`src/hw/rtl/gbsd_ram.sv`:
```
`timescale 1ns / 1ps
`default_nettype none
module gbsd_ram #(
  parameter int unsigned WIDTH = 8,
  parameter int unsigned DEPTH = 16
) (
  input  wire logic                     clk,
  input  wire logic                     we,
  input  wire logic [$clog2(DEPTH)-1:0] waddr,
  input  wire logic [WIDTH-1:0]         wdata,
  input  wire logic [$clog2(DEPTH)-1:0] raddr,
  output logic      [WIDTH-1:0]         rdata
);
  logic [WIDTH-1:0] mem [DEPTH];

  // write one entry, read registered
  always_ff @(posedge clk) begin
    if (we) begin
      mem[waddr] <= wdata;
    end
    rdata <= mem[raddr];
  end
endmodule
`default_nettype wire

```
`config.mk`:
```
export PLATFORM = sky130hd
export DESIGN_NAME = gbsd_ram
export DESIGN_NICKNAME = d
export VERILOG_FILES = /design/src/hw/rtl/gbsd_ram.sv
export SDC_FILE = /design/constraint.sdc
export NUM_CORES = 1
export LEC_CHECK = 0
export BUFFER_PORTS_ARGS = -buffer_cell sky130_fd_sc_hd__buf_2
export CORE_UTILIZATION = 30
export CTS_CLUSTER_DIAMETER = 80
export CTS_CLUSTER_SIZE = 30
export DETAILED_ROUTE_END_ITERATION = 8
export SKIP_CTS_REPAIR_TIMING = 1
export SYNTH_ARGS = -nofsm -noshare
export SYNTH_HDL_FRONTEND = slang
export SYNTH_SLANG_ARGS = --single-unit
```
`constraint.sdc`:
```
create_clock -name clk -period 2.8 [get_ports clk]
set_input_delay 0.28 -clock clk [delete_from_list [all_inputs] [get_ports clk]]
set_output_delay 0.28 -clock clk [all_outputs]
set_load 0.02 [all_outputs]
```
==> out/results.tsv <==
stage	metric	value	unit
drt	num_vias	2436	
worst_setup_path	worstReg2RegStart	mem[9][4]	
sta	hold_violations	0	
placed_design	portBuffers	25	
pwr	sw_frac_of_total	18.5	%
drt	drtIter0Drc	191	
drt	postRouteAntennaNets	0	
placed_design	dp_hpwl	6.70	mm
worst_setup_path	cp.arrival	1.91	ns
yosys	synthTopCellsByCount	edfxtp_1, mux4_2, a22oi_1, mux4_1, nor2_1	
die	row_count	47	
drt	wl	10.2	mm
clock_tree	clock_latency	0.42	ns
placed_design	finalWeightedCongestion	0.707	
drt	vias_per_cell	4.74	
global_routing	use_met1	17.2	%
clock_tree	cts_made_buffers	17	
die	initial_core_util	30.9	%
outcome	outcome	finished clean	
yosys	synth_ff_type	edfxtp_1	
die	die_w	133	um
layout	drive_gt1_share	31.0	%
drt	dr.pass1.iters	6	
global_routing	grt_pass1_wl	15.6	mm
die	io_pins	26	
sta	slew_viol_final	0	
clock_tree	cts_buffer_depth	2	
global_routing	grt_use_met3	4.37	%
sta	skew	0.00748	ns
worst_setup_path	startpoint_type	primary input	
placed_design	placed_area	0.00560	mm^2
yosys	yosysWarnings	0	
sta	tightest_slew	0.938	ns
yosys	synth.largest_area_cell	edfxtp_1	
pwr	power_switching	917	uW
yosys	ys_top_cells_by_area	edfxtp_1, mux4_2, mux4_1	
pwr	power_frac_comb	4.5	%
layout	layout.nets	299	
yosys	synth_cells	229	
clock_tree	cts_root_buffer	clkbuf_16	
die	die-height	133	um
layout	fin_area	0.00625	mm^2
sta	rsz0062_at_grt	no	
clock_tree	cts_tree	built	
sta	setup_viol	0	
yosys	synth_edf_count	128	
sta	period_share	57.6	%
layout	syn2layout_area_growth	21.5	%
pwr	p_int	4040	uW
sta	max_freq	620	MHz
pwr	seqPwrFrac	46.3	%
yosys	syn_avg_cell_area	22.5	um^2
worst_setup_path	worstPathRequired	3.10	ns
worst_setup_path	cp_max_fo	20	
global_routing	top_usage_layer	met2	
layout	antenna_cells	0	
global_routing	grt_use_total	12.8	%
worst_setup_path	end_kind	flop	
yosys	syn_area	0.00515	mm^2
yosys	postSynthNetCount	247	
pwr	vdd_ir_drop_max	0.458	mV
global_routing	use_met2	18.8	%
pwr	p_clk_share	49.2	%
yosys	async_flop_share	0	%
clock_tree	clkSlewWorstSetupHoldPaths	0.06	ns
global_routing	antenna_found_initial	0	
clock_tree	htreeDepth	4	
pwr	p_leak	0.00211	uW
worst_setup_path	crit_path_start	raddr[0]	
die	core	0.0166	mm^2
sta	setup_tns	0	ns
global_routing	grt_overflow	0	
flow_run	drv_cap	0	
yosys	synth_cell_types	19	
worst_setup_path	critPathKind	in -> reg	
yosys	synth_seq_cells	136	
drt	wl_per_cell	19.9	um
drt	drc	0	
min_path	holdCritPathClass	in -> reg	
global_routing	grt_pass1_vias	2551	
sta	period_needed	1.61	ns
clock_tree	clock_sinks	136	
pwr	power_density	792	mW/mm^2
die	die_area	0.0177	mm^2
sta	slew_headroom	37.2	%
global_routing	grt_max_degree	21	
min_path	min_from	wdata[7]	
yosys	synth_top_area_share	74.7	%
yosys	synth_most_common_cell	edfxtp_1	
yosys	ys_seq_area_share	77.8	%
[placed cells by master (no fill, tap or decap)]
cell type,instances
nand3_1,1
or3b_2,1
clkbuf_8,4
clkinv_2,3
nor2b_1,1
edfxtp_1,128
nand2b_1,2
clkbuf_16,17
buf_2,25
bufinv_16,5
and2_1,1
a22oi_1,16
and2b_1,1
buf_4,18
dfxtp_1,8
mux4_1,14
nor3_1,4
mux4_2,18
clkbuf_1,3
nand2_1,9
nand3b_1,2
nor2_1,13
[layout make-up]
class                           count  area, um^2
Clock buffer                       24         492
Clock inverter                      8         165
Fill cell                        1507       10400
Multi-Input combinational cell     83        1060
Sequential cell                   136        4000
Tap cell                          220         275
Timing Repair Buffer               43         260
[flip-flops by register name, indices dropped and copies added (netlist names)]
name   cells
rdata      8
mem      128
[power groups by stage]
stage | Clock (uW) | Combinational, uW | Sequential (uW)
after floorplan | 0 | 116 | 2340
after global placement | 0 | 221 | 2330
after detailed placement | 0 | 226 | 2330
after CTS | 2470 | 227 | 2290
after global routing | 2560 | 240 | 2300
final | 2440 | 221 | 2290
[critical path, stage by stage]
cell	delay (ns)
buf_2	0.49
buf_4	0.30
mux4_1	0.56
a22oi_1	0.19
nand2_1	0.07
[worst paths after layout]
check	to	slack [ns]	cells after the start
max	rdata[0]	1.19	5
min	mem[0][7]	0.25	1
min reg2reg	rdata[2]	0.67	3
max reg2reg	rdata[4]	1.36	3
[logic make-up (layout without fill, tap and decap cells)]
kind of cell	Yosys count	after routing	share of synthesized area [%]
flip-flops	136	136	77.8
AND/OR/NAND/NOR	35	35	3.18
multiplexers	32	32	15.0
AO/OA/AOI/OAI	16	16	2.33
buffers and inverters	10	75	1.68
[layer usage]
metal	wire length [um]	share of wire [%]
met1	4890	48
met2	4750	46
met3	452	4.4
met4	157	1.5
met5	0	0
[through the flow]
step / utilization [%] / hold WS, ns / power (uW) / setup WS, ns / std cells
global route: 37.6 / 0.246 / 5100 / 1.07 / 514
finish: 37.6 / 0.253 / 4950 / 1.19 / 514
global placement: 33.6 / 0.652 / 2550 / 0.713 / 482
detailed placement: 33.6 / 0.659 / 2560 / 0.694 / 482
CTS: 37.6 / 0.235 / 4990 / 1.14 / 514
floorplan: - / 0.379 / 2460 / 1.03 / 229
Note: power is estimated with default switching activity, not from simulation.
